## src/rtl/ordered_value_list_engine_defines.svh

```systemverilog
// ----------------------------------------------------------------------------
// ordered value list engine assertion macros
// clocked on clk, disabled while rst_n is low
// ----------------------------------------------------------------------------
`ifndef ORDERED_VALUE_LIST_ENGINE_DEFINES_SVH
`define ORDERED_VALUE_LIST_ENGINE_DEFINES_SVH

`ifndef SYNTHESIS
// antecedent implies consequent in the same cycle
`define OVLE_ASSERT_NOW(lbl, ante, cons, msg) \
    lbl: assert property (@(posedge clk) disable iff (!rst_n) (ante) |-> (cons)) \
        else $error(msg);
// antecedent implies consequent in the next cycle
`define OVLE_ASSERT_NEXT(lbl, ante, cons, msg) \
    lbl: assert property (@(posedge clk) disable iff (!rst_n) (ante) |=> (cons)) \
        else $error(msg);
`else
`define OVLE_ASSERT_NOW(lbl, ante, cons, msg)
`define OVLE_ASSERT_NEXT(lbl, ante, cons, msg)
`endif

`endif

```

## src/rtl/ovle_pkg.sv

```systemverilog
// ----------------------------------------------------------------------------
// ovle_pkg
// shared constants, codes and types of the ordered value list engine
// ----------------------------------------------------------------------------
package ovle_pkg;

    localparam int CAPACITY = 64;
    localparam int ADDR_W   = $clog2(CAPACITY);
    localparam int CNT_W    = $clog2(CAPACITY + 1);
    localparam int VALUE_W  = 32;
    localparam int POS_W    = 6;
    localparam int COUNT_W  = 7;

    typedef enum logic [1:0] {
        OP_APPEND = 2'd0,
        OP_REMOVE = 2'd1,
        OP_FIND   = 2'd2,
        OP_CLEAR  = 2'd3
    } op_t;

    typedef enum logic [1:0] {
        ST_DONE      = 2'd0,
        ST_NOT_FOUND = 2'd1,
        ST_EMPTY     = 2'd2,
        ST_FULL      = 2'd3
    } status_t;

    typedef enum logic [1:0] {
        S_IDLE,
        S_SEARCH,
        S_SHIFT,
        S_FINISH
    } state_t;

    typedef struct packed {
        logic               we;
        logic [ADDR_W-1:0]  waddr;
        logic [VALUE_W-1:0] wdata;
        logic [ADDR_W-1:0]  raddr;
    } mem_req_t;

    typedef struct packed {
        logic               valid;
        status_t            status;
        logic [POS_W-1:0]   position;
        logic [COUNT_W-1:0] entry_count;
        logic               is_empty;
    } res_t;

endpackage

```

## src/rtl/ovle_ram.sv

```systemverilog
// ----------------------------------------------------------------------------
// ovle_ram
// generic single write port, single read port ram with registered read
// ----------------------------------------------------------------------------
module ovle_ram #(
    parameter int WIDTH = 32,
    parameter int DEPTH = 64
) (
    input  logic                     clk,
    input  logic                     we,
    input  logic [$clog2(DEPTH)-1:0] waddr,
    input  logic [WIDTH-1:0]         wdata,
    input  logic [$clog2(DEPTH)-1:0] raddr,
    output logic [WIDTH-1:0]         rdata
);

    logic [WIDTH-1:0] mem [DEPTH];
    logic [WIDTH-1:0] rdata_reg;

    always_ff @(posedge clk)
    begin
        if (we)
        begin
            mem[waddr] <= wdata;
        end
        rdata_reg <= mem[raddr];
    end

    assign rdata = rdata_reg;

endmodule

```

## src/rtl/ovle_ctrl.sv

```systemverilog
// ----------------------------------------------------------------------------
// ovle_ctrl
// list sequencer: append, clear, linear search and compaction over the entry ram
// ----------------------------------------------------------------------------
`include "ordered_value_list_engine_defines.svh"

module ovle_ctrl (
    input  logic                         clk,
    input  logic                         rst_n,
    input  logic                         in_valid,
    input  ovle_pkg::op_t                in_op,
    input  logic [ovle_pkg::VALUE_W-1:0] in_value,
    output logic                         in_ready,
    output ovle_pkg::mem_req_t           mem_req,
    input  logic [ovle_pkg::VALUE_W-1:0] mem_rdata,
    output ovle_pkg::res_t               res,
    input  logic                         res_take
);

    ovle_pkg::state_t              state_reg, state_next;
    ovle_pkg::op_t                 op_reg, op_next;
    logic [ovle_pkg::VALUE_W-1:0]  value_reg, value_next;
    logic [ovle_pkg::ADDR_W-1:0]   idx_reg, idx_next;
    logic [ovle_pkg::CNT_W-1:0]    count_reg, count_next;
    ovle_pkg::status_t             status_reg, status_next;
    logic [ovle_pkg::ADDR_W-1:0]   pos_reg, pos_next;

    logic [ovle_pkg::CNT_W-1:0]                     idx_inc;
    logic [ovle_pkg::CNT_W-1:0]                     idx_plus2;
    logic [ovle_pkg::ADDR_W+ovle_pkg::POS_W-1:0]    pos_wide;
    logic [ovle_pkg::CNT_W+ovle_pkg::COUNT_W-1:0]   count_wide;

    assign idx_inc   = ovle_pkg::CNT_W'(idx_reg) + ovle_pkg::CNT_W'(1);
    assign idx_plus2 = ovle_pkg::CNT_W'(idx_reg) + ovle_pkg::CNT_W'(2);

    always_ff @(posedge clk or negedge rst_n)
    begin
        if (!rst_n)
        begin
            state_reg <= ovle_pkg::S_IDLE;
            count_reg <= '0;
        end
        else
        begin
            state_reg <= state_next;
            count_reg <= count_next;
        end
    end

    always_ff @(posedge clk)
    begin
        op_reg     <= op_next;
        value_reg  <= value_next;
        idx_reg    <= idx_next;
        status_reg <= status_next;
        pos_reg    <= pos_next;
    end

    always_comb
    begin
        state_next    = state_reg;
        op_next       = op_reg;
        value_next    = value_reg;
        idx_next      = idx_reg;
        count_next    = count_reg;
        status_next   = status_reg;
        pos_next      = pos_reg;
        in_ready      = 1'b0;
        mem_req.we    = 1'b0;
        mem_req.waddr = count_reg[ovle_pkg::ADDR_W-1:0];
        mem_req.wdata = value_reg;
        mem_req.raddr = idx_inc[ovle_pkg::ADDR_W-1:0];

        case (state_reg)
            ovle_pkg::S_IDLE:
            begin
                in_ready      = 1'b1;
                mem_req.raddr = '0;
                mem_req.wdata = in_value;
                if (in_valid)
                begin
                    op_next     = in_op;
                    value_next  = in_value;
                    idx_next    = '0;
                    pos_next    = '0;
                    status_next = ovle_pkg::ST_DONE;
                    state_next  = ovle_pkg::S_FINISH;
                    case (in_op)
                        ovle_pkg::OP_APPEND:
                        begin
                            if (count_reg >= ovle_pkg::CNT_W'(ovle_pkg::CAPACITY))
                            begin
                                status_next = ovle_pkg::ST_FULL;
                            end
                            else
                            begin
                                mem_req.we = 1'b1;
                                count_next = count_reg + ovle_pkg::CNT_W'(1);
                            end
                        end
                        ovle_pkg::OP_CLEAR:
                        begin
                            count_next = '0;
                        end
                        default:
                        begin
                            if (count_reg == '0)
                            begin
                                status_next = ovle_pkg::ST_EMPTY;
                            end
                            else
                            begin
                                state_next = ovle_pkg::S_SEARCH;
                            end
                        end
                    endcase
                end
            end

            ovle_pkg::S_SEARCH:
            begin
                if (mem_rdata == value_reg)
                begin
                    if (op_reg == ovle_pkg::OP_FIND)
                    begin
                        pos_next   = idx_reg;
                        state_next = ovle_pkg::S_FINISH;
                    end
                    else if (idx_inc < count_reg)
                    begin
                        state_next = ovle_pkg::S_SHIFT;
                    end
                    else
                    begin
                        count_next = count_reg - ovle_pkg::CNT_W'(1);
                        state_next = ovle_pkg::S_FINISH;
                    end
                end
                else if (idx_inc >= count_reg)
                begin
                    status_next = ovle_pkg::ST_NOT_FOUND;
                    state_next  = ovle_pkg::S_FINISH;
                end
                else
                begin
                    idx_next = idx_inc[ovle_pkg::ADDR_W-1:0];
                end
            end

            ovle_pkg::S_SHIFT:
            begin
                // move entry idx+1 down to idx while fetching idx+2
                mem_req.we    = 1'b1;
                mem_req.waddr = idx_reg;
                mem_req.wdata = mem_rdata;
                mem_req.raddr = idx_plus2[ovle_pkg::ADDR_W-1:0];
                if (idx_plus2 < count_reg)
                begin
                    idx_next = idx_inc[ovle_pkg::ADDR_W-1:0];
                end
                else
                begin
                    count_next = count_reg - ovle_pkg::CNT_W'(1);
                    state_next = ovle_pkg::S_FINISH;
                end
            end

            ovle_pkg::S_FINISH:
            begin
                if (res_take)
                begin
                    state_next = ovle_pkg::S_IDLE;
                end
            end

            default:
            begin
                state_next = ovle_pkg::S_IDLE;
            end
        endcase
    end

    assign pos_wide        = {{ovle_pkg::POS_W{1'b0}}, pos_reg};
    assign count_wide      = {{ovle_pkg::COUNT_W{1'b0}}, count_reg};
    assign res.valid       = (state_reg == ovle_pkg::S_FINISH);
    assign res.status      = status_reg;
    assign res.position    = pos_wide[ovle_pkg::POS_W-1:0];
    assign res.entry_count = count_wide[ovle_pkg::COUNT_W-1:0];
    assign res.is_empty    = (count_reg == '0);

    `OVLE_ASSERT_NOW(a_count_cap, 1'b1, count_reg <= ovle_pkg::CNT_W'(ovle_pkg::CAPACITY), "count over capacity")
    `OVLE_ASSERT_NOW(a_search_idx, state_reg == ovle_pkg::S_SEARCH, ovle_pkg::CNT_W'(idx_reg) < count_reg, "search index past count")
    `OVLE_ASSERT_NEXT(a_clear, in_valid && in_ready && in_op == ovle_pkg::OP_CLEAR, count_reg == '0, "clear left entries")
    `OVLE_ASSERT_NOW(a_write_state, mem_req.we, state_reg == ovle_pkg::S_IDLE || state_reg == ovle_pkg::S_SHIFT, "ram write outside append or shift")

endmodule

```

## src/rtl/ordered_value_list_engine.sv

```systemverilog
// ----------------------------------------------------------------------------
// ordered_value_list_engine
// ordered list of signed 32-bit values with append, remove, find and clear
// ----------------------------------------------------------------------------
// usage:
//   input stream s_*: s_tuser carries the opcode, s_tdata the value
//   output stream m_*: one result per input transfer, m_tuser status,
//   m_tdata position, entry count and empty flag
//   one item is in work at a time; s_tready is high only when idle
//   append and clear: finish straight from idle, then the result is
//   registered into the output stream; find and remove search from
//   position 0 upward to the first match or to the count; a remove then
//   moves the entries above the match down one per cycle through the ram
//   the walk rate is one entry per cycle, set by the single read port
//   of the entry ram and its registered read
//   at reset the list is empty; the ram needs no clearing pass
//   a stalled result sits in the output register; the engine holds its
//   finished result until that register frees, then takes new input
// ----------------------------------------------------------------------------
module ordered_value_list_engine (
    input  logic        clk,
    input  logic        rst_n,
    input  logic        s_tvalid,
    output logic        s_tready,
    input  logic [31:0] s_tdata,   // value[31:0]
    input  logic [1:0]  s_tuser,   // opcode[1:0]
    output logic        m_tvalid,
    input  logic        m_tready,
    output logic [15:0] m_tdata,   // position[5:0], entry_count[12:6], is_empty[13], zero[15:14]
    output logic [1:0]  m_tuser    // status[1:0]
);

    ovle_pkg::mem_req_t           mem_req;
    logic [ovle_pkg::VALUE_W-1:0] mem_rdata;
    ovle_pkg::res_t               res;
    logic                         res_take;

    logic        m_tvalid_reg;
    logic [15:0] m_tdata_reg;
    logic [1:0]  m_tuser_reg;

    ovle_ram #(
        .WIDTH (ovle_pkg::VALUE_W),
        .DEPTH (ovle_pkg::CAPACITY)
    ) u_entry_ram (
        .clk   (clk),
        .we    (mem_req.we),
        .waddr (mem_req.waddr),
        .wdata (mem_req.wdata),
        .raddr (mem_req.raddr),
        .rdata (mem_rdata)
    );

    ovle_ctrl u_ctrl (
        .clk       (clk),
        .rst_n     (rst_n),
        .in_valid  (s_tvalid),
        .in_op     (ovle_pkg::op_t'(s_tuser)),
        .in_value  (s_tdata),
        .in_ready  (s_tready),
        .mem_req   (mem_req),
        .mem_rdata (mem_rdata),
        .res       (res),
        .res_take  (res_take)
    );

    assign res_take = res.valid && (!m_tvalid_reg || m_tready);

    always_ff @(posedge clk or negedge rst_n)
    begin
        if (!rst_n)
        begin
            m_tvalid_reg <= 1'b0;
        end
        else if (res_take)
        begin
            m_tvalid_reg <= 1'b1;
        end
        else if (m_tready)
        begin
            m_tvalid_reg <= 1'b0;
        end
    end

    always_ff @(posedge clk)
    begin
        if (res_take)
        begin
            m_tdata_reg <= {2'b00, res.is_empty, res.entry_count, res.position};
            m_tuser_reg <= res.status;
        end
    end

    assign m_tvalid = m_tvalid_reg;
    assign m_tdata  = m_tdata_reg;
    assign m_tuser  = m_tuser_reg;

endmodule

```

## config.mk

```make
export PLATFORM = sky130hd
export DESIGN_NAME = ordered_value_list_engine
export DESIGN_NICKNAME = d
export VERILOG_FILES = /design/src/rtl/ovle_pkg.sv /design/src/rtl/ovle_ram.sv /design/src/rtl/ovle_ctrl.sv /design/src/rtl/ordered_value_list_engine.sv
export VERILOG_INCLUDE_DIRS = /design/src /design/src/rtl
export SDC_FILE = /design/constraint.sdc
export NUM_CORES = 2
export LEC_CHECK = 0
export ABC_CLOCK_PERIOD_IN_PS = 4900
export BUFFER_PORTS_ARGS = -buffer_cell sky130_fd_sc_hd__buf_2
export CAP_MARGIN = 20
export CORE_MARGIN = 5
export CORE_UTILIZATION = 50
export DETAILED_ROUTE_END_ITERATION = 16
export HOLD_SLACK_MARGIN = 0.03
export PLACE_DENSITY = 0.65
export SLEW_MARGIN = 20
export SYNTH_ARGS = -nofsm -noshare
export SYNTH_HDL_FRONTEND = slang
export SYNTH_SLANG_ARGS = --single-unit
```

## constraint.sdc

```tcl
create_clock -name clk -period 4.9 [get_ports clk]
set_input_delay 0.49 -clock clk [delete_from_list [all_inputs] [get_ports clk]]
set_output_delay 0.49 -clock clk [all_outputs]
set_load 0.02 [all_outputs]
```

### After elaboration in Yosys (flattened, before gate mapping)

Memory sizes are Yosys's and may differ from the RTL's. A register that Yosys moved wholly into a read port is not among the register bits.
Index checks and enable logic that the tools add are counted.

* register bits: 74
* RAM bits: 2048
* output and inout bits: 20
* memories: 1

Memory list
* u_entry_ram.mem: words 64, width 32, read ports 1, clocked after Yosys merged registers in 1, wr ports 1, line ovle_ram.sv:17 `logic [WIDTH-1:0] mem [DEPTH];`

* $add $sub $neg: 4
* order comparisons: 4
* equal/unequal tests: 20
* muxes and demuxes: 44
* reduce and logical (&&, ||, !) cells: 16

Operator list (count)
* $pmux W38 S2: 1
* $mux W6: 7
* $mux W7: 6
* $eq A32 B32 Y1: 1
* $mux W2: 13
* $pmux W7 S3: 1
* $pmux W6 S3: 1
* $lt A7 B7 Y1: 2
* $pmux W7 S2: 1
* $ne A2 B2 Y1 const B: 6
* $pmux W6 S2: 1
* $reduce_and A4 Y1: 3
* $ne A2 B1 Y1 const B: 5
* $mux W1: 9
* $eq A2 B2 Y1 const B: 4
* $pmux W2 S2: 2
* $pmux W2 S4: 1
* $reduce_and A8 Y1: 1
* $add A6 B1 Y7 const B: 1
* $add A6 B2 Y7 const B: 1
* $add A7 B1 Y7 const B: 1
* $ge A7 B7 Y1: 1
* $ge A7 B7 Y1 const B: 1
* $logic_not A7 Y1: 1
* 14 further kinds: 17

### Longest topological paths before layout

* depth in word-level cells: 7
* mapped depth: 14

### By module

From an unflattened synthesis, not the netlist that was laid out.

* cell total of the unflattened synthesis: 3756
* area, all modules: 82949.6 µm²

Modules (own cells, without submodules)
* ovle_ram: times used 1, cells each 3324, area an instance 78515.3 µm², sequential area each 62139.6 µm²
* ovle_ctrl: times used 1, cells each 409, area an instance 3891.2 µm², sequential area each 1666.6 µm²
* ordered_value_list_engine: times used 1, cells each 23, area an instance 543.0 µm², sequential area each 505.5 µm²

### Worst setup path before layout

No wires, ideal clock.

* path type: reg-to-reg
* start: register u_ctrl.state_reg[0]
* end: memory u_entry_ram.mem[12][0] (enable)
* library setup time: 0.421 ns
* data arrival time: 3.974 ns
* data required time: 4.479 ns
* slack: 0.505 ns
* stages on the path, launching flop included: 9
* buffers on the path: 1
* cells stage by stage: dfrtp_1 > inv_1 > ha_1 > buf_2 > and2_1 > a31oi_1 > nor2b_1 > nand2_1 > nor2_1

* cells in the longest elaborated chain, start to end: 4
* elaborated cells on any way between the ends: 6
* those cells by class: 1 x eq/ne; 4 x mux; 1 x reduce/logical

Ends and longest elaborated chain
* start: declaration: line ovle_ctrl.sv:20 `ovle_pkg::state_t state_reg, state_next;`
* start signal: assignment: line ovle_ctrl.sv:40 `state_reg <= ovle_pkg::S_IDLE;`
* start signal: assignment: line ovle_ctrl.sv:45 `state_reg <= state_next;`
* $eq A2 B2 Y1 / $logic_not A2 Y1 (equally long branches): line ovle_ctrl.sv:74 `case (state_reg)`
* $pmux W1 S2: line ovle_ctrl.sv:74
* $mux W1: line ovle_ram.sv:22 `if (we)`
* $mux W1 (not written as such): line ovle_ram.sv:24 `mem[waddr] <= wdata;`
* end: declaration: line ovle_ram.sv:17

Several ways; a longest one is shown, not always the timed one.

### Worst setup path in the final report

* start: register u_ctrl.state_reg[0]
* end: register u_entry_ram.rdata_reg[19], in the netlist u_entry_ram.rdata[19] (read register of u_entry_ram.mem)

* cells in the longest elaborated chain, start to end: 2
* elaborated cells on any way between the ends: 3
* those cells by class: 1 x eq/ne; 1 x mux; 1 x reduce/logical

Ends and longest elaborated chain
* $eq A2 B2 Y1 / $logic_not A2 Y1 (equally long branches): line ovle_ctrl.sv:74
* $pmux W38 S2 (*): line ovle_ctrl.sv:74
* end: declaration: line ovle_ram.sv:18 `logic [WIDTH-1:0] rdata_reg;`

Every way passes the cells marked *; elsewhere a longest branch is shown, timed or not.
A chain may end at the register's enable or synchronous reset.

==> impl_metrics.toml <==
[cells_and_area]
largest_register_ff_count = 2048
synthToLayoutAreaGrowth_pct = 14.12
layout.area.seq_um2 = 64310
post_route_cells_drive_above_1_share_pct = 13.34
multiInputGateArea_um2 = 19040
n_fill_cell = 12660
finalNetCount = 5744

[global_route]
grt_util_met2_pct = 43.01
track_usage_pct = 28.74
grt_pass1_vias = 52140
grt_busiest_layer = "met2"
grt_antenna_before_repair = 12
grt_first_pass_wirelength_mm = 375.8
grtUsageMet3_pct = 7.596
grt_max_degree = 100
grt_remaining_overflow = 0
grt_use_met1_pct = 39.95

[setup_path]
cp_slowest_stage_delay_ns = 0.86
reg2reg_setup_slack_ns = 0.12
critPathMaxFanout = 52
critical_path.slowest_cell = "a32oi_1"
worstSetupStartpointType = "flip-flop"
worst-endpoint-arrival_ns = 5.56
critical_path.reg2reg.startpoint = "u_ctrl.state_reg[0]$_DFFE_PN0P_"
timing.rr.end = "u_entry_ram.rdata[19]$_DFF_P_"
critical_path.endpoint_type = "flip-flop"
timing.setup.critical_path_class = "flip-flop to flip-flop"
rr_worst_depth = 11
critical-path-top-cell-by-count = "buf_12"
worst_ep_required_time_ns = 5.67
ordered_list_of_cells_on_the_worst_path = "inv_1 > ha_4 > and2_4 > or2_4 > buf_12 > buf_12 > a221oi_1 > a211o_1 > a32oi_1 > nand4_1 > nand3_1"

[sta]
min_period_ns = 4.784
clock-skew-final_ns = 0.04992
fmax_mhz = 209.0
timing.final.crit_share_pct = 97.63
relSlewSlack_pct = 18.62
timing.setup.tns_ns = 0
grt_setup_unrepaired = "no"
setup_violations = 0
tightestPinTransition_ns = 1.205
slew_violations = 0
final_hold_viol_count = 0

[floorplan]
num_rows = 151
core_um2 = 169100
ios = 58
die_w_um = 421.9
die_height_um = 421.9
design.die.area_um2 = 178000
floorplan.initialDensity_pct = 50.17

[logic_synthesis]
yosysTopAreaCell = "edfxtp_1"
mappedNetlistArea_um2 = 84830
ys.flop_type = "edfxtp_1"
yosysSeqAreaShare_pct = 75.81
postSynthCellCount = 5534
post_synth_edffs = 2112
post_synth_main_area_contributors = "edfxtp_1 75%, a221oi_1 4.4%, o21ai_0 2.6%"
avgSynthCellArea_um2 = 15.33
synth_async_sr_flop_share_pct = 0.4643
synth.yosys.warnings = 0
share_of_yosys_cell_area_claimed_by_the_top_area_cell_type_pct = 74.76
synth_seq_cells = 2154
yosysUniqueCellTypes = 78

[detailed_routing]
routedWlPerCell_um = 32.41
avgViaCountPerCell = 6.785
dr.pass1.iters = 6
antenna_left = 0
drcViolationCount = 0
route.vias.total = 54860
wirelength_mm = 262.1
first_iter_violations = 8492

[clock_tree]
tritoncts = "done"
post_cts.resized_instances = 0
ctsLongestPathBuffers = 3
cts_inserted_buffers = 214
clock_sink_count = 2154
clk_transition_reported_paths_ns = 0.06
clockRootBuffer = "clkbuf_16"
clock_tree.htree_level_count = 4
clock_latency_late_sink_ns = 0.86
post-cts-setup-buffers = 0

[worst_hold_path]
hp-start = "s_tvalid"
whs_path_depth = 4
holdPathEnd = "u_ctrl.state_reg[0]$_DFFE_PN0P_"
worst_hold_path_type = "input port to flip-flop"

[placement]
detailed_place_hpwl_mm = 147.0
place.port_buffers = 55
gp_routability_congestion = 0.8653

[outcome]
outcome = "completed"

[job]
maxCapViolCount = 0
## critical path: cells and delay by family, from the launching register on
| family | cells | cell delay [ns] |
|---|---|---|
| AO/OA/AOI/OAI | 3 | 1.28 |
| AND/OR/NAND/NOR | 4 | 1.60 |
| buffers and inverters | 3 | 0.70 |
| adder cells (fa/ha/maj) | 1 | 0.62 |
| flip-flops | 1 | 0.42 |
## area by class of cell
| class | count | share of cell area [%] |
|---|---|---|
| Timing Repair Buffer | 396 | 3.932 |
| Clock buffer | 276 | 5.921 |
| Inverter | 32 | 0.1241 |
| Multi-Input combinational cell | 2884 | 19.67 |
| Clock inverter | 121 | 1.043 |
| Tap cell | 2218 | 2.867 |
| Sequential cell | 2154 | 66.43 |
| Antenna cell | 4 | 0.01034 |
## cells in the mapped netlist, drive strengths merged, types with 10 or more instances
cell,count
edfxtp,2112
nand2,538
o21ai,442
a221oi,426
clkbuf,278
a211o,207
a21oi,193
buf,187
a211oi,137
nor2,135
nor3,100
nand3,97
o311ai,63
o2bb2ai,55
a32oi,43
o21a,43
a22oi,41
nand4,37
xnor2,36
a31oi,33
dfxtp,32
inv,32
a221o,29
o22ai,28
ha,24
a21o,22
a2bb2oi,21
nand2b,11
o31ai,11
and2,10
dfrtp,10
## cells by family (layout without fill, tap and decap cells)
group,Yosys count,count (layout),synth area share [%]
and+or+nand+nor,957,957,4.844
adders and majority gates,24,24,0.3540
xor gates and xnor gates,40,40,0.4351
muxes,4,4,0.04867
other,1,6,0.004421
buffers and inverters,497,825,2.612
DFF,2154,2154,75.81
AOI/OAI and AO/OA,1857,1857,15.89
## cell usage in the layout, fill, tap and decap left out, drive strengths merged, types with 33 or more instances in the layout
cell type    netlist  routed
edfxtp          2112    2112
nand2            538     538
o21ai            442     442
a221oi           426     426
buf              187     358
clkbuf           278     276
a211o            207     207
a21oi            193     193
a211oi           137     137
nor2             135     135
nor3             100     100
clkinv             0      99
nand3             97      97
o311ai            63      63
o2bb2ai           55      55
a32oi             43      43
o21a              43      43
a22oi             41      41
dlygate4sd3        0      38
inv               32      38
nand4             37      37
xnor2             36      36
a31oi             33      33
## worst max-delay path by stage
stage	from	endpoint	slack, ns	depth (start not counted)
after global placement	u_ctrl.state_reg[0]$_DFFE_PN0P_	u_entry_ram.rdata[16]$_DFF_P_	0.36	11
final	u_ctrl.state_reg[0]$_DFFE_PN0P_	u_entry_ram.rdata[19]$_DFF_P_	0.12	11
after detailed placement	u_ctrl.state_reg[0]$_DFFE_PN0P_	u_entry_ram.rdata[16]$_DFF_P_	0.38	11
after global routing	u_ctrl.state_reg[0]$_DFFE_PN0P_	u_entry_ram.rdata[16]$_DFF_P_	0.07	11
after floorplan	u_ctrl.state_reg[0]$_DFFE_PN0P_	u_entry_ram.mem[12][0]$_DFFE_PP_	0.50	8
after CTS	u_ctrl.state_reg[0]$_DFFE_PN0P_	u_entry_ram.rdata[16]$_DFF_P_	0.33	11
## through the flow
step	cell area [um2]	utilization [%]	cells	hold WS [ns]	setup WS [ns]
4_1_cts	96770	57.23	8081	0.1560	0.3263
2_1_floorplan	84840	-	5535	0.1944	0.5047
3_3_place_gp	89640	53.01	7646	0.3856	0.3570
6_report	96810	57.25	8085	0.2331	0.1162
5_1_grt	96800	57.24	8081	0.2244	0.06933
3_5_place_dp	89650	53.02	7646	0.3862	0.3773
## timing repair
| item | 4_1_cts | 5_1_grt |
|---|---|---|
| hold buffers | 38 | 0 |
| endpoints found under the setup margin | 0 | 0 |
| hold endpoints to repair | 45 | 0 |
## per-layer routing
layer / up-vias / routed length, um
li1: 22800 / -
met2: 3790 / 117900
met5: - / 27
met1: 27600 / 99120
met4: 4 / 12750
met3: 663 / 32310
Power is left out: the tool's default activity adds up to more than one toggle a clock period on the data nets, which glitch-free logic cannot reach.
